--- config.mk ---
export PLATFORM = sky130hd
export DESIGN_NAME = csrspmv_mac
export DESIGN_NICKNAME = d
export VERILOG_FILES = /design/src/sv/csrspmv_pkg.sv /design/src/sv/csrspmv_mac.sv
export SDC_FILE = /design/constraint.sdc
export NUM_CORES = 2
export LEC_CHECK = 0
export BUFFER_PORTS_ARGS = -buffer_cell sky130_fd_sc_hd__buf_4
export CORE_AREA = 2 2 372 190
export CTS_BUF_LIST = sky130_fd_sc_hd__clkbuf_2 sky130_fd_sc_hd__clkbuf_4 sky130_fd_sc_hd__clkbuf_8
export DETAILED_ROUTE_END_ITERATION = 6
export DIE_AREA = 0 0 374 192
export PLACE_DENSITY = 0.84
export SYNTH_ARGS = -nofsm -noshare
export SYNTH_HDL_FRONTEND = slang
export SYNTH_SLANG_ARGS = --single-unit
--- constraint.sdc ---
create_clock -name i_clk -period 15.5 [get_ports i_clk]
set_input_delay 2.325 -clock i_clk [delete_from_list [all_inputs] [get_ports i_clk]]
set_output_delay 2.325 -clock i_clk [all_outputs]
set_load 0.05 [all_outputs]
--- src/sv/csrspmv_pkg.sv ---
// ----------------------------------------------------------------------------
// csrspmv_pkg
// Types and constants shared by the sparse matrix vector multiply modules.
// ----------------------------------------------------------------------------
`default_nettype none

package csrspmv_pkg;

    localparam int unsigned IDX_W  = 10;
    localparam int unsigned VAL_W  = 32;
    localparam int unsigned VLEN_W = 11;
    localparam int unsigned ACC_W  = 64;

    localparam logic [VLEN_W-1:0] VLEN_RESET = 11'd1024;

    localparam logic [1:0] MODE_LOAD  = 2'd0;
    localparam logic [1:0] MODE_NZ    = 2'd1;
    localparam logic [1:0] MODE_EMPTY = 2'd2;

    localparam int unsigned FIFO_DEPTH = 8;
    localparam int unsigned FIFO_AW    = 3;
    localparam int unsigned PEND_W     = 2;

    // Item leaving the lookup stage.
    typedef struct packed {
        logic                    nz;     // in-range nonzero, multiply it
        logic                    bad;    // nonzero with out-of-range column
        logic                    last;   // nonzero ending its row
        logic                    empty;  // empty row
        logic signed [VAL_W-1:0] value;
        logic signed [VAL_W-1:0] entry;  // stored vector entry
    } t_lookup;

    // Finished row handed to the output stage.
    typedef struct packed {
        logic                    valid;
        logic signed [ACC_W-1:0] acc;
        logic                    sat;
        logic                    bad;
    } t_row;

endpackage

`default_nettype wire

--- src/sv/csrspmv_mac.sv ---
// ----------------------------------------------------------------------------
// csrspmv_mac
// Product register and the saturating row accumulator.
// ----------------------------------------------------------------------------
`default_nettype none

module csrspmv_mac
    import csrspmv_pkg::*;
(
    input  wire        i_clk,
    input  wire        i_rst_n,
    input  wire t_lookup i_item,
    output t_row       o_row,
    output logic       o_pend
);

    logic signed [ACC_W-1:0] r_prod;
    logic                    r_nz;
    logic                    r_bad;
    logic                    r_last;
    logic                    r_empty;

    logic signed [ACC_W-1:0] r_acc;
    logic                    r_sat;
    logic                    r_badcol;
    t_row                    r_fin;

    logic signed [ACC_W-1:0] p;
    logic        [ACC_W:0]   sum;
    logic signed [ACC_W-1:0] n_acc;
    logic                    n_sat;
    logic                    n_bad;

    always_ff @(posedge i_clk) begin
        r_prod <= i_item.value * i_item.entry;
    end

    always_ff @(posedge i_clk) begin
        if (!i_rst_n) begin
            r_nz    <= 1'b0;
            r_bad   <= 1'b0;
            r_last  <= 1'b0;
            r_empty <= 1'b0;
        end else begin
            r_nz    <= i_item.nz;
            r_bad   <= i_item.bad;
            r_last  <= i_item.last;
            r_empty <= i_item.empty;
        end
    end

    // Arithmetic shift rounds toward minus infinity, as the format requires.
    assign p   = r_prod >>> 16;
    assign sum = {r_acc[ACC_W-1], r_acc} + {p[ACC_W-1], p};

    always_comb begin
        n_acc = r_acc;
        n_sat = r_sat;
        n_bad = r_badcol || r_bad;
        if (r_nz) begin
            if (sum[ACC_W] != sum[ACC_W-1]) begin
                n_acc = p[ACC_W-1] ? {1'b1, {(ACC_W-1){1'b0}}} : {1'b0, {(ACC_W-1){1'b1}}};
                n_sat = 1'b1;
            end else begin
                n_acc = signed'(sum[ACC_W-1:0]);
            end
        end
    end

    always_ff @(posedge i_clk) begin
        if (!i_rst_n) begin
            r_acc     <= '0;
            r_sat     <= 1'b0;
            r_badcol  <= 1'b0;
            r_fin     <= '0;
        end else begin
            r_fin.valid <= r_last || r_empty;
            // An empty row reports zeros and leaves a partial row alone.
            r_fin.acc   <= r_last ? n_acc : '0;
            r_fin.sat   <= r_last ? n_sat : 1'b0;
            r_fin.bad   <= r_last ? n_bad : 1'b0;
            if (r_last) begin
                r_acc    <= '0;
                r_sat    <= 1'b0;
                r_badcol <= 1'b0;
            end else begin
                r_acc    <= n_acc;
                r_sat    <= n_sat;
                r_badcol <= n_bad;
            end
        end
    end

    assign o_row  = r_fin;
    assign o_pend = r_last || r_empty;

endmodule

`default_nettype wire

# Word level (Yosys, flattened, before mapping)
# Cells that the tools add are included.
[totals]
regBits = 201
in_bits = 70
out_inout_bits = 68
wordCells = 25
[classes]
n_addsub = 1
multipliers = 1
eq_ne = 1
mux = 5
bitwise_logic = 1
reduce_logical = 4
[ops]
columns = ["operator", "count"]
rows = [
  ["$mux W64", 3],
  ["$add A64 B48 Y65", 1],
  ["$mul A32 B32 Y64", 1],
  ["$logic_or A1 B1 Y1", 2],
  ["$mux W1", 2],
  ["$reduce_and A2 Y1", 1],
  ["$reduce_or A2 Y1", 1],
  ["$ne A1 B1 Y1", 1],
  ["$not A1 Y1", 1],
]

# Depth between registers and ports, before layout
[depth]
depth_word = 4
mapped_depth = 29
mapped_depth_nobuf = 28

# Least setup slack after synthesis
# No wires, ideal clock.
[synth_path]
path_type = "input -> register"
start = "input i_item[5] (netlist bit)"
end = "register r_prod[61]"
setup_ns = 0.106
t_arrival_ns = 9.408
required_time_ns = 15.394
setup_slack_ns = 5.987
path_stages = 24
cell_sequence = "clkbuf_1 nand2_1 inv_1 fa_1 inv_1 fa_1 inv_1 fa_1 fa_1 inv_1 fa_1 inv_1 fa_1 fa_1 fa_1 ha_1 a21o_1 a21oi_1 o21ai_0 a21o_1 o21bai_1 a31o_2 a2111o_1 o311ai_0"
[synth_between]
elab_chain_cells = 1
[synth_lines]
columns = ["element", "line_no", "text"]
rows = [
  ["start: declaration", "csrspmv_mac.sv:12", "input wire t_lookup i_item,"],
  ["$mul A32 B32 Y64", "csrspmv_mac.sv:35", "r_prod <= i_item.value * i_item.entry;"],
  ["end signal: assignment", "csrspmv_mac.sv:35", ""],
  ["end: declaration", "csrspmv_mac.sv:17", "logic signed [ACC_W-1:0] r_prod;"],
]
# No other way between the ends.
# A chain may end at the register's enable or synchronous reset.

# Worst setup path after layout
# Ends and elaborated chain as after synthesis.

==> impl.org <==
** Global routing
- Global route total overflow :: 0
- Global-route wire length before repair :: approximately 200 mm
- The number of global-route vias before repair came to 36400.
- Number of antenna violations at the first check in global routing :: 3
- Global routing consumed, over all layers together, 36.5% of the routing resources.
- Maximum number of pins on one net before global-route repair :: 63

** Drt
- The first detailed-routing pass ran for 6 iterations.
- DR WL/cell :: 21.6 um
- Via Count :: 34400
- The first routing iteration left 3432 violations.
- Number of design rule violations left after detail routing :: 0
- Via-to-Cell Ratio :: 5.98
- Total detailed-routing wirelength :: 124 mm
- In this run the remaining antenna-violating nets after routing total 0.

** Outcome
- Result of the run :: complete, no violations

** Setup path
- Crit path capture type :: flop
- Along the worst path, the maximum fanout reaches 32.
- Endpoint arrival time on the critical path :: 10540 ps
- The cell that appears most often on the critical path is fa_1.
- Delay of the slowest cell on the worst path :: a little over 900 ps
- Data on the critical path is required at its endpoint by 15880 ps.
- Walking the worst path, the cells encountered are buf_4, nand2_1, inv_1, fa_1, inv_1, fa_1, inv_1, fa_1, fa_1, inv_1, fa_1, inv_1, fa_1, fa_1, fa_1, ha_1, a21o_1, a21oi_1, o21ai_0, a21o_1, o21bai_1, a31o_2, a2111o_1, o311ai_0.
- Setup CP Type :: primary input to flop
- Startpoint kind of the worst setup timing path :: primary input
- Critical-path cell with the highest stage delay :: fa_1

** Yosys
- Number of library cell types mapped by synthesis :: 80
- Post-synthesis cell area :: about 0.045 mm2
- Synthesis inferred 185 register bits.
- The number of nets handed over by synthesis was 6331.
- Total number of yosys warnings :: 0
- Share of synthesized registers carrying an async set or reset :: 0%
- fa_1 takes more of the synthesized area than any other cell.
- The synthesized design contains 0 enable-type register cells.
- Each instance of the synthesized netlist takes up on average 9.21 um2.
- Yosys attributes the largest share of cell area to fa_1, inv_1, dfxtp_1, and2_1, ha_1.
- Post-synth top area share :: 47.7%
- Among all flip-flop cells after synthesis, the most frequent one is dfxtp_1.
- Synthesis produced roughly 4900 cells.
- Sequential-to-total area share from yosys stat :: 8.15%

** Clock tree
- Cts hold-fix bufs :: 0
- Clock root buffer :: clkbuf_8
- Post-cts gate resize count :: 0
- TritonCTS clock tree :: done
- The clock passes through at most 2 buffers.
- H-tree depth :: 4
- The clock drives around 190 sinks.
- TritonCTS Buffers :: 17
- Clock insertion delay at the later pin of the skew report :: 490 ps
- Clk pin slew, worst setup/hold paths :: roughly 110 ps
- Post-CTS setup buffer count :: 0

** Die
- Overall die width :: ~370 um
- The floorplan step defined a die boundary enclosing 0.0718 mm2.
- In this run the vertical extent of the chip is between 150 and 200 um.
- The region available for standard cell placement spans 0.0683 mm2.
- Row generation in the floorplan step produced just under 70 rows.
- For this configuration, the core starts out at a cell density of 66.5%.
- During I/O placement, the number of pins put on the boundary was 138.

** Timing
- In the finished design, the share of the clock period the worst path needs comes to 65.6%.
- Min cycle time layout :: 10160 ps
- In this run the tightest slew margin relative to its limit is 21.2%.
- Worst-Margin Slew :: 1180 ps
- Final setup skew :: approximately 20 ps
- Setup total negative slack on the finished layout was measured at 0 ps.
- Hold Violations, Final :: 0
- Count of pins over their slew limit :: 0
- Timing would allow up to 98.4 MHz.
- RSZ-0062 raised after global routing :: false
- Setup violations remaining at the end of the flow were counted as 0.

** Layout
- At the end of the flow, the number of nets in the layout was 6223.
- The area growth from synthesis to layout is 3.42%.
- The post-route netlist has around 4.9% of its cells at a drive strength greater than 1.
- Leaving out fill and tap cells, the most frequent cell in the layout is fa_1.
- The top cell types in the final layout, fill and taps aside, are fa_1, inv_1, nand2_1.

** Placement
- At the end of routability-driven placement, the weighted congestion stood at 1.01.
- Detailed placement finished with a half-perimeter wire length of 101 mm.
- Port Buffers :: between 100 and 150

** Hold path
- The min-delay analysis places its worst path in the category flop to flop.

** Run
- Max-cap check violation count :: 0
==> Yosys cell counts, types with 6 or more instances <==
master / n
a211oi_2: 30
o21ai_1: 10
nand3_1: 84
o21a_1: 9
buf_2: 20
xnor2_1: 70
nor2b_1: 7
a211oi_1: 85
o21bai_1: 19
nand4_1: 35
a21o_1: 59
a21oi_1: 144
nand2_1: 576
a211o_1: 7
inv_1: 1019
and3_1: 14
o21ai_0: 74
a311oi_1: 14
and2_1: 519
a31oi_1: 18
dfxtp_1: 185
o31ai_1: 14
nor4_1: 6
xor2_1: 42
nor3_1: 25
fa_1: 1082
o211ai_1: 11
nor2_1: 146
nand2b_1: 18
clkbuf_1: 245
ha_1: 244
==> routing by layer <==
layer,global-route usage [%],share of wire (%),wire (um)
met1,54.4,43,53300
met2,51.7,41,50700
met3,12.9,15,18400
met4,6.59,1.7,2070
met5,0.404,0,0
==> worst max-delay path: cells and delay by family <==
family | cells | cell delay (ps)
buffers and inverters | 6 | 1460
adders and majority gates | 9 | 4780
AOI/OAI and AO/OA | 8 | 1690
and+or+nand+nor | 1 | 240
==> state kept, by name (all words and copies together) (netlist names) <==
register,count
o_row,67
r_acc,64
r_prod,48
r_bad,1
r_badcol,1
r_empty,1
r_last,1
r_nz,1
r_sat,1
==> per-stage QoR <==
step,setup WS (ps),cell area [um2],utilization (%),hold WS [ps],cells
2_1_floorplan,5990,45500,-,422,4935
3_3_place_gp,5270,46600,68.2,427,5718
3_5_place_dp,4950,46600,68.2,446,5718
4_1_cts,5450,47000,68.8,462,5750
5_1_grt,5110,47000,68.8,493,5751
6_report,5340,47000,68.8,459,5752
==> cells by family after synthesis <==
kind of cell / Yosys count / share of synthesized area, %
simple gates: 1456 / 15.9
fa+ha+maj: 1326 / 54.4
buf+inv: 1296 / 10.8
compound gates: 558 / 8.59
flops: 185 / 8.15
xor+xnor: 112 / 2.16
mux: 2 / 0.0440
==> final timing paths <==
kind                      startpoint                   end  slack (ps)  depth (start not counted)
setup / recovery           i_item[5]    r_prod[61]$_DFF_P_        5340                         24
setup reg to reg  r_prod[63]$_DFF_P_  o_row[34]$_SDFF_PN0_        9490                         11
hold / removal      r_sat$_SDFF_PP0_      r_sat$_SDFF_PP0_         460                          2
hold reg to reg     r_sat$_SDFF_PP0_      r_sat$_SDFF_PP0_         460                          2
==> final cells by class <==
cell class | instances | area, um2
antenna | 2 | 5.00
clock buffer | 18 | 248
clock inverter | 14 | 130
fill | 5280 | 21300
inverter | 1020 | 3830
multi-input combinational | 3454 | 36800
sequential | 185 | 3700
tap | 910 | 1140
timing repair buffer | 149 | 1120
Power is left out: the tool's default activity adds up to more than one toggle a clock period on the data nets, which glitch-free logic cannot reach.
