===== src/sv/csrspmv_pkg.sv =====
// ----------------------------------------------------------------------------
// csrspmv_pkg
// Types and constants shared by the sparse matrix vector multiply modules.
// ----------------------------------------------------------------------------
`default_nettype none

package csrspmv_pkg;

    localparam int unsigned IDX_W  = 10;
    localparam int unsigned VAL_W  = 32;
    localparam int unsigned VLEN_W = 11;
    localparam int unsigned ACC_W  = 64;

    localparam logic [VLEN_W-1:0] VLEN_RESET = 11'd1024;

    localparam logic [1:0] MODE_LOAD  = 2'd0;
    localparam logic [1:0] MODE_NZ    = 2'd1;
    localparam logic [1:0] MODE_EMPTY = 2'd2;

    localparam int unsigned FIFO_DEPTH = 8;
    localparam int unsigned FIFO_AW    = 3;
    localparam int unsigned PEND_W     = 2;

    // Item leaving the lookup stage.
    typedef struct packed {
        logic                    nz;     // in-range nonzero, multiply it
        logic                    bad;    // nonzero with out-of-range column
        logic                    last;   // nonzero ending its row
        logic                    empty;  // empty row
        logic signed [VAL_W-1:0] value;
        logic signed [VAL_W-1:0] entry;  // stored vector entry
    } t_lookup;

    // Finished row handed to the output stage.
    typedef struct packed {
        logic                    valid;
        logic signed [ACC_W-1:0] acc;
        logic                    sat;
        logic                    bad;
    } t_row;

endpackage

`default_nettype wire


===== src/sv/csrspmv_out.sv =====
// ----------------------------------------------------------------------------
// csrspmv_out
// Clips the row sum to 32 bits and queues results for the output stream.
// ----------------------------------------------------------------------------
`default_nettype none

module csrspmv_out
    import csrspmv_pkg::*;
(
    input  wire                 i_clk,
    input  wire                 i_rst_n,
    input  wire t_row           i_row,
    input  wire [PEND_W-1:0]    i_pend,
    output logic                o_room,
    output logic                o_m_tvalid,
    input  wire                 i_m_tready,
    output logic [VAL_W-1:0]    o_m_tdata,   // row_sum
    output logic [1:0]          o_m_tuser    // [0] saturated, [1] bad_column
);

    logic [VAL_W+1:0]    r_fifo [FIFO_DEPTH];
    logic [FIFO_AW-1:0]  r_wr;
    logic [FIFO_AW-1:0]  r_rd;
    logic [FIFO_AW:0]    r_count;

    logic                fits;
    logic [VAL_W-1:0]    clip;
    logic                pop;
    logic [FIFO_AW+1:0]  used;

    assign fits = (i_row.acc[ACC_W-1:VAL_W-1] == '0) || (i_row.acc[ACC_W-1:VAL_W-1] == '1);
    assign clip = fits ? i_row.acc[VAL_W-1:0]
                       : (i_row.acc[ACC_W-1] ? {1'b1, {(VAL_W-1){1'b0}}}
                                             : {1'b0, {(VAL_W-1){1'b1}}});

    assign pop = (r_count != '0) && i_m_tready;

    always_ff @(posedge i_clk) begin
        if (i_row.valid) begin
            r_fifo[r_wr] <= {i_row.bad, i_row.sat || !fits, clip};
        end
    end

    always_ff @(posedge i_clk) begin
        if (!i_rst_n) begin
            r_wr    <= '0;
            r_rd    <= '0;
            r_count <= '0;
        end else begin
            if (i_row.valid) begin
                r_wr <= r_wr + 1'b1;
            end
            if (pop) begin
                r_rd <= r_rd + 1'b1;
            end
            r_count <= r_count + (FIFO_AW+1)'(i_row.valid) - (FIFO_AW+1)'(pop);
        end
    end

    // Every result still in the pipe already owns a queue slot.
    assign used   = (FIFO_AW+2)'(r_count) + (FIFO_AW+2)'(i_pend) + (FIFO_AW+2)'(i_row.valid);
    assign o_room = used < (FIFO_AW+2)'(FIFO_DEPTH);

    assign o_m_tvalid = r_count != '0;
    assign o_m_tdata  = r_fifo[r_rd][VAL_W-1:0];
    assign o_m_tuser  = r_fifo[r_rd][VAL_W+1:VAL_W];

endmodule

`default_nettype wire


===== config.mk =====
export PLATFORM = sky130hd
export DESIGN_NAME = csrspmv_out
export DESIGN_NICKNAME = d
export VERILOG_FILES = /design/src/sv/csrspmv_pkg.sv /design/src/sv/csrspmv_out.sv
export SDC_FILE = /design/constraint.sdc
export NUM_CORES = 1
export LEC_CHECK = 0
export BUFFER_PORTS_ARGS = -buffer_cell sky130_fd_sc_hd__buf_2
export CAP_MARGIN = 0
export CORE_MARGIN = 4
export CORE_UTILIZATION = 24
export DETAILED_ROUTE_END_ITERATION = 12
export PLACE_DENSITY = 0.4
export SYNTH_ARGS = -nofsm -noshare
export SYNTH_HDL_FRONTEND = slang
export SYNTH_SLANG_ARGS = --single-unit

===== constraint.sdc =====
create_clock -name i_clk -period 8.63 [get_ports i_clk]
set_clock_uncertainty 0.15 [all_clocks]
set_input_delay 2.1575 -clock i_clk [delete_from_list [all_inputs] [get_ports i_clk]]
set_output_delay 2.1575 -clock i_clk [all_outputs]
set_load 0.02 [all_outputs]

=== Word-level counts from Yosys, hierarchy flattened ===
Memories as Yosys holds them, arrays and structs flattened. A register that Yosys moved wholly into a read port is not among the register bits.
Index checks and enable logic that the tools add are counted.

* $lt $le $gt $ge: 1
* Add/sub/neg operators: 6
* Equality and inequality tests: 1
* Reduce and logical (&&, ||, !) cells: 6
* Multiplexer cells: 6

{| class="wikitable"
|+ Operators by type and width
! operator !! number
|-
| two-way mux 32 bit || 2
|-
| equality test 33 bit (second input constant) || 1
|-
| logical NOT 33 bit || 1
|-
| adder 3 x 1 -> 3 bit (second input constant) || 2
|-
| two-way mux 3 bit || 2
|-
| adder 4 x 2 -> 5 bit || 1
|-
| adder 5 x 1 -> 5 bit || 1
|-
| less-than comparator 5 x 4 -> 1 bit (second input constant) || 1
|-
| adder 4 x 1 -> 4 bit || 1
|-
| nonzero test 4 bit || 1
|-
| subtractor 4 x 1 -> 4 bit || 1
|-
| logical OR 1 bit || 2
|-
| two-way mux 1 bit || 2
|-
| logical AND 1 bit || 1
|-
| logical NOT 1 bit || 1
|}

* Logic and storage cells: 24
* Memories: 1
* Register bits after elaboration: 10
* Output and inout port bits: 36
* Input port bits: 72
* Bits in writable memories: 272

{| class="wikitable"
|+ Memory list
! memory !! depth !! bits a word !! read ports !! clocked after Yosys merged registers in !! write ports !! line !! text
|-
| r_fifo || 8 || 34 || 1 || 1 || 1 || csrspmv_out.sv:21 || <nowiki>logic [VAL_W+1:0] r_fifo [FIFO_DEPTH];</nowiki>
|}

=== Logic depth before layout (Yosys ltp) ===
Gate-level depths: netlist (run 1).

* Word-level depth: 4
* Depth in mapped cells: 10
* Gate-level depth less buffers: 10

=== Worst setup path after synthesis (run 1) ===
No wires, ideal clock.

* Path kind: input port to output port
* Start point: input i_pend[0]
* End point: output o_room
* Buffers on the path: 0
* Arrival: 3068 ps
* Required time: 6323 ps
* Slack: 3254 ps
* Stages: 4
* Cell sequence: ha_1 a21o_1 a21oi_1 o21ai_0

* Longest elaborated chain between the ends: 3

{| class="wikitable"
|+ Ends and longest elaborated chain
! what !! line !! text
|-
| from (decl) || csrspmv_out.sv:13 || <nowiki>input wire [PEND_W-1:0] i_pend,</nowiki>
|-
| adder 4 x 2 -> 5 bit || csrspmv_out.sv:61 || <nowiki>assign used = (FIFO_AW+2)'(r_count) + (FIFO_AW+2)'(i_pend) + (FIFO_AW+2)'(i_row.valid);</nowiki>
|-
| adder 5 x 1 -> 5 bit || csrspmv_out.sv:61 ||
|-
| less-than comparator 5 x 4 -> 1 bit || csrspmv_out.sv:62 || <nowiki>assign o_room = used < (FIFO_AW+2)'(FIFO_DEPTH);</nowiki>
|-
| to (decl) || csrspmv_out.sv:14 || <nowiki>output logic o_room,</nowiki>
|}

No other way between the ends.

==> results summary, run 1 <==
The run finished with clean final reports. Counting I/O delays and the setup requirement, the final critical path takes 5557 ps. The clock network is responsible for 36.3% of the overall power. The number of CTS-inserted buffers came out at 30. The synthesized design contains approximately 270 enable-type register cells. The sequential group share of total power came out at a little under half. The required time of the critical path is 6320 ps. TritonCTS built the clock tree. The largest buffer count on any clock path is 3.

The full die area came out at 0.05091 mm^2. The fraction of final layout cells with drive strength greater than 1 came out at 41.40%. The final antenna diode count is 0. The via count of the first global-routing pass came out at approximately 6,400. The net switching component of the power came out at 0.9299 mW. Along the worst hold path, the cell count comes to 2. The detailed-route wire length came out at roughly 27 mm. Per report_power, the combinational group accounts for approximately 18% of the total.

Derived from the worst setup path, the maximum achievable clock frequency is 0.1800 GHz. Once placement completed, the tool counted placed cells totaling 1,237. The via total after detailed routing is 5,657. The number of ports placed on the die boundary came out at 108. The synthesized netlist net count is 621. The setup slack of the most critical reg-to-reg path came out at 6330 ps. The internal power of the cells totals 2.680 mW.

For this run, design rule violations remaining after detail routing come to 0. The startpoint of the worst hold path is r_rd[1]. The routed length per placed instance is 21.11 um. The count of standard-cell rows came out at 79. By count the netlist is led by 272 x sky130_fd_sc_hd__edfxtp_1, 68 x sky130_fd_sc_hd__mux4_2, 34 x sky130_fd_sc_hd__mux2_2. Across the run, the number of max-cap violations was 0. The core footprint came out at 0.04665 mm^2.

The maximum ir drop on the vdd rail is 0.1465 mV. The normalized max-slew margin came out at 22.16%. The cell leakage power is 4.508 nW. The mean instance size in the synthesized netlist came out at 21.09 um^2. Prior to clock tree synthesis, the placed netlist has a worst setup slack of 3068 ps. The number of setup violations in the final report came out at 0. The switching part of the total is 25.76%. The sequential share of the synthesized area is 74.14%.

The cell count after synthesis came out at 539. The fraction of the cycle the final worst path needs came out at roughly 64%. The share of async-settable or async-resettable flops after synthesis came out at 0%.

The final-report max-slew violation count was 0. The number of library cell types mapped by synthesis is 30. The chip height came out at 225.6 um. The count of hold-fix buffers inserted at cts is 0. The Yosys step of the flow raised 0 warnings. In this run the biggest area consumer among cell types represents a little under three quarters of the synthesized area. The first-pass iteration count of the detailed router came out at 4. The net count of the finished layout is 744. The number of input and output port buffers inserted is 107. The worst setup path is launched from a flop. The remaining antenna violation count after routing came out at 0. The floorplan step set the die width to roughly 230 um. The reg-to-reg critical path startpoint is r_count[2]. The final hold violation count was 0.

The cell area after synthesis came out at 0.01137 mm^2. The first-pass GRT wire length is 40.79 mm. The initial standard-cell utilization of the core is 24.37%. The clock drives 285 sinks. The power density over the cells came out at between 200 and 300 mW/mm^2. The number of buffers inserted to repair setup after CTS came out at 0. The cell depth of the worst flop-to-flop path came out at 10.

Summed over all nets, the half-perimeter wirelength after detailed placement is 14.90 mm. Entering global routing, the biggest net connects 69 pins. The clock transition at the register clock pins on the worst setup and hold paths after CTS is about 60 ps. The master cell of the clock root buffer is sky130_fd_sc_hd__clkbuf_16. Setup total negative slack on the finished layout was measured at 0 ps. The final weighted congestion in routability-driven placement is 0.7270. In the post-route analysis, the smallest setup slack over all paths is 3073 ps.

The endpoint of the most critical register-to-register path is r_count[2]. The total global-route track usage came out at between 10% and 20%. Setup repair after global routing left no endpoint under its margin.

In this run, synthesis produced a sequential element count of 285. The category of the critical setup timing path is flop to primary output. The type of the most critical hold path is flop to flop. The detail-routed via count per cell came out at 4.375. Post-CTS repair changed the size of 0 cells. The number of H-tree branching levels is 1. By area the synthesized netlist is led by sky130_fd_sc_hd__edfxtp_1 72%, sky130_fd_sc_hd__mux4_2 13%, sky130_fd_sc_hd__mux2_2 3.4%.

The total global routing overflow is 0. The transition time of the tightest slew-check pin is 1168 ps. The biggest fanout along the worst timing path is 36. The data arrival time of the critical path came out at 3250 ps.

The clock reaches the later pin of the worst-skew pair after roughly 550 ps. Among all flip-flop cells after synthesis, the most frequent one is sky130_fd_sc_hd__edfxtp_1. The number of antenna violations at the first check in global routing came out at 2. The number of cells in the finished layout apart from fillers is 1,293.

STA classifies the critical path endpoint as a primary output. The synthesis-to-finish area growth came out at 20.27%. After the first detailed-routing iteration, the DRC count stood at 168. In the post-synthesis netlist, the cell with the most instances is sky130_fd_sc_hd__edfxtp_1. The biggest area contributor in the post-synthesis netlist is sky130_fd_sc_hd__edfxtp_1.
## cell usage in the layout (no fill, tap or decap), drive strengths merged, types with 5 or more instances in the layout
| master | n |
|---|---|
| a21o | 33 |
| and2 | 9 |
| buf | 119 |
| clkbuf | 34 |
| clkinv | 11 |
| clkinvlp | 5 |
| dfxtp | 13 |
| edfxtp | 272 |
| ha | 9 |
| inv | 9 |
| mux2 | 34 |
| mux4 | 68 |
| nand2 | 7 |
| nand3 | 5 |
| nand4 | 9 |
| nor2 | 8 |
| nor4 | 9 |
## routing by layer
metal	GRT usage [%]	share of wire [%]	vias up	wire length [um]
met2	18.35	50	128	13560
met5	0	0.099	-	27
li1	-	-	2486	-
met4	2.529	1.6	4	441
met1	14.31	44	3003	12020
met3	2.106	4.5	36	1235
## worst max-delay path: stages, from the launching register on
cell	delay, ps
sky130_fd_sc_hd__dfxtp_4	810
sky130_fd_sc_hd__buf_4	750
sky130_fd_sc_hd__mux4_2	590
sky130_fd_sc_hd__mux2_2	310
sky130_fd_sc_hd__buf_2	170
## worst max path at each step
stage	endpoint	depth (start not counted)	startpoint	slack, ps
4_1_cts	o_m_tdata[19]	4	flop	2920
3_3_place_gp	o_room	7	i_pend[0]	3010
6_report	o_m_tdata[19]	4	flop	3070
2_1_floorplan	o_room	4	i_pend[0]	3250
5_1_grt	o_m_tdata[19]	4	flop	2780
3_5_place_dp	o_room	7	i_pend[0]	3070
## per-stage QoR
step	hold slack, ps	util (%)	total power [mW]	instance area [um^2]
6_report	357.1	29.31	3.610	13670
5_1_grt	406.8	29.31	3.788	13670
4_1_cts	356.9	29.31	3.680	13670
3_5_place_dp	346.8	27.10	2.354	12640
3_3_place_gp	329.9	27.10	2.339	12640
2_1_floorplan	313.3	-	2.142	11370
## layout make-up
| type | instances | area [um^2] |
|---|---|---|
| well taps | 607 | 759.5 |
| clock inverters | 22 | 232.7 |
| flip-flops and latches | 285 | 8437 |
| repair buffers | 119 | 625.6 |
| multi-input cells | 219 | 2795 |
| inverters | 7 | 26.28 |
| fillers | 4608 | 32980 |
| clock buffers | 34 | 797.0 |
## cell families after synthesis
logic type / count (synthesis) / share of synthesized area, %
AO/OA/AOI/OAI: 42 / 2.696
XOR/XNOR: 6 / 0.4622
adder cells (fa/ha/maj): 10 / 1.167
buffers and inverters: 35 / 1.827
flip-flops: 285 / 74.14
multiplexers: 103 / 16.93
AND/OR/NAND/NOR: 58 / 2.784
## power groups by stage
stage | sequential (mW) | combinational, mW | clock, mW
after floorplan | 1.60 | 0.538 | 0
after global placement | 1.68 | 0.658 | 0
after detailed placement | 1.69 | 0.668 | 0
after CTS | 1.66 | 0.670 | 1.35
after global routing | 1.66 | 0.713 | 1.41
final | 1.65 | 0.649 | 1.31
## flip-flops by register name, summed over array words and instances (netlist names), named ones only
name,flops
r_fifo,272
r_wr,3
r_rd,3
r_count,4
Power figures use the tool's default switching activity.
==> run 2: changes to the inputs <==
==> constraint.sdc (replaced) <==
create_clock -name i_clk -period 5.2 [get_ports i_clk]
set_clock_uncertainty 0.15 [all_clocks]
set_input_delay 1.3 -clock i_clk [delete_from_list [all_inputs] [get_ports i_clk]]
set_output_delay 1.3 -clock i_clk [all_outputs]
set_load 0.02 [all_outputs]
==> run 2 against run 1 <==
  * Worst setup slack worse by 1900 ps
  * Combinational power is 74% higher
  * Sequential power grew 64%
  * Sequential cell count stayed put
  * Global-route usage is 0.12 points higher
  * Critical path type unchanged
  * Highest routed layer unchanged
==> results summary, run 2 (same netlist as run 1, synthesis figures left out) <==
The largest registers in the layout are r_fifo x272, r_count x4. The net count of the finished layout came to 751 (+0.94%). The post-CTS resize count came out at 0 (unchanged). The data arrival time of the critical path is 2610 ps (-640 ps). The full die area is 0.05091 mm^2 (unchanged). The transition time of the tightest slew-check pin is 1145 ps (-22.73 ps). The final weighted congestion in routability-driven placement came out at 0.7165 (-1.4%).

The maximum ir drop on the vdd rail is 0.2117 mV (+44%). The number of CTS-inserted buffers came out at 34 (+13%). The clock insertion delay at the later pin of the skew report came out at 500 ps (-50 ps). Broken down by cell family, the worst path's largest delay share belongs to multiplexers. The layout filler cell count is 4,564 (-0.95%). The maximum operating frequency is 0.2464 GHz. The fraction of final layout cells with drive strength greater than 1 came out at 40.75% (-0.65 points). r_fifo holds more flip-flops than any other register.

The count of standard-cell rows is 79 (unchanged). The number of buffers inserted to repair setup after CTS came out at 0 (unchanged). The setup slack of the most critical reg-to-reg path is 2910 ps (-3420 ps). The number of H-tree branching levels came out at 2 (+1).

The number of ports placed on the die boundary was 108 (unchanged). The first-pass iteration count of the detailed router is 4 (unchanged). The launching element type of the critical path is a flop. The count of hold-fix buffers inserted at cts is 0 (unchanged). The final non-filler cell area is 0.01382 mm^2 (+1.1%).

The post-DP HPWL is 15.87 mm (+6.5%). The cell leakage power came out at 4.585 nW (+1.7%). The max-capacitance violation count is 0 (unchanged). The worst setup path is captured at a primary output. The power consumption came out at 6.177 mW (+71%). The power density over the cells is 446.8 mW/mm^2 (+69%).

The signal on the critical path passes through buf_12 -> mux4_2 -> mux2_2 -> buf_2. The most common cell after layout, fill and taps aside is sky130_fd_sc_hd__edfxtp_1. The final antenna diode count is 0 (unchanged).

The share of the core filled with cells is 29.63% (+0.32 points). The initial standard-cell utilization of the core came to 24.37% (unchanged). The first-pass GRT wire length came out at 41.04 mm (+0.61%). The chip height came out at 225.6 um (unchanged). The via total after detailed routing came to 5,631 (-0.46%).

The via count of the first global-routing pass is 6,368 (-0.36%). The biggest fanout along the worst timing path is 56 (+56%). The normalized max-slew margin came out at 23.68% (+1.5 points). The number of antenna violations at the first check in global routing is 2 (unchanged).

The placement-stage cell area came out at 0.01270 mm^2 (+0.47%). The synthesis-to-finish area growth is 21.60%. The top cell types in the final layout, fill and taps aside, are 272 x sky130_fd_sc_hd__edfxtp_1, 107 x sky130_fd_sc_hd__buf_2, 68 x sky130_fd_sc_hd__mux4_2. The master cell of the clock root buffer is sky130_fd_sc_hd__clkbuf_16. The total global-route track usage was 10.89% (+0.12 points). The clock transition at the register clock pins on the worst setup and hold paths after CTS came to 50 ps (about the same). The run finished with clean final reports. TritonCTS built the clock tree. The required time of the critical path was 3750 ps (-2570 ps).

The clock sink count came out at 285 (unchanged). The detailed-route wire length came to 27.62 mm (+1.2%). The number of input and output port buffers inserted is 107 (unchanged).

The final hold violation count came out at 0 (unchanged). The number of remaining DRC errors came out at 0 (unchanged). The final-layout worst hold slack was 348.3 ps (-8.812 ps). In this run the worst hold path is classified as flop to flop. The detail-routed via count per cell came out at 4.335 (-0.92%). The routed length per placed instance is 21.26 um (+0.75%).

The pin count of the biggest net entering global routing came out at 69 (unchanged). The violation count after the first detailed-routing iteration is 241 (+43%). The number of buffer and inverter stages on the critical path is 2 (unchanged). The core footprint is 0.04665 mm^2 (unchanged).

The remaining antenna violation count after routing came out at 0 (unchanged). The total global routing overflow came out at 0 (unchanged). The final sum of negative setup slack came out at 0 ps (unchanged).

Setup repair after global routing left no endpoint under its margin. On the critical path, the stage with the largest delay is an instance of sky130_fd_sc_hd__mux4_2. Of the available clock period, the critical path in the final layout requires 78.04%. The worst setup path is of the flop to primary output kind. The time the final worst path needs with I/O delays and setup came out at between 4000 and 5000 ps. The number of setup violations in the final report came out at 0 (unchanged). The number of flip-flops in the largest register is 272 (unchanged). The delay contributed by the slowest stage of the critical path came to 580 ps (-230 ps). The largest buffer count on any clock path came to 3 (unchanged). The final-report max-slew violation count came out at 0 (unchanged). The overall die width came out at 225.6 um (unchanged).
## run 2: cell count changes in the layout (fill, tap and decap cells not counted), sizes merged
cell      change
buf           +3
clkbuf       +12
clkinv        -3
clkinvlp      -4
inv           -2
## run 2: per-stage QoR
step / instances / worst slack [ps]
final: 1299 / 1142
after global routing: 1299 / 942.8
after CTS: 1299 / 1041
after detailed placement: 1240 / 1376
after global placement: 1240 / 1332
after floorplan: 539 / 848.2
## run 2: path summary, 6_finish.rpt
check,cells past startpoint,end,start
worst max-delay path,4,o_m_tdata[4],flop
worst min-delay path,2,r_rd[1],r_rd[1]
worst max register to register,10,r_count[2],r_count[2]
worst min register to register,2,r_rd[1],r_rd[1]
## run 2: layer usage
layer | global-route usage [%] | wire (um)
met5 | 0 | 12
met4 | 2.509 | 391
met3 | 2.483 | 1536
met2 | 18.90 | 13910
met1 | 13.96 | 11770
## run 2: cell type report
type,instances,area (um^2),area share (%)
repair buffers,122,685.7,4.960
clock inverters,13,161.4,1.168
well taps,607,759.5,5.494
multi-input cells,219,2795,20.22
flip-flops and latches,285,8437,61.03
inverters,7,26.28,0.1901
clock buffers,46,959.7,6.942
## run 2: power breakdown
group / internal, mW / leakage (nW) / switching, mW / total [mW]
sequential: 2.60 / 2.58 / 0.107 / 2.70
clock: 1.49 / 0.543 / 0.859 / 2.35
combinational: 0.560 / 1.46 / 0.567 / 1.13
total: 4.64 / 4.59 / 1.53 / 6.18
## run 2: worst reg2reg max path, cell delays in order (launching register included)
cell and delay (ps):
sky130_fd_sc_hd__dfxtp_1 360, sky130_fd_sc_hd__inv_1 80, sky130_fd_sc_hd__ha_1 200, sky130_fd_sc_hd__nand3_1 160
sky130_fd_sc_hd__nand3_1 150, sky130_fd_sc_hd__o21ai_0 120, sky130_fd_sc_hd__ha_1 220, sky130_fd_sc_hd__inv_1 60
sky130_fd_sc_hd__fa_1 410, sky130_fd_sc_hd__xnor2_1 130, sky130_fd_sc_hd__and2_1 150
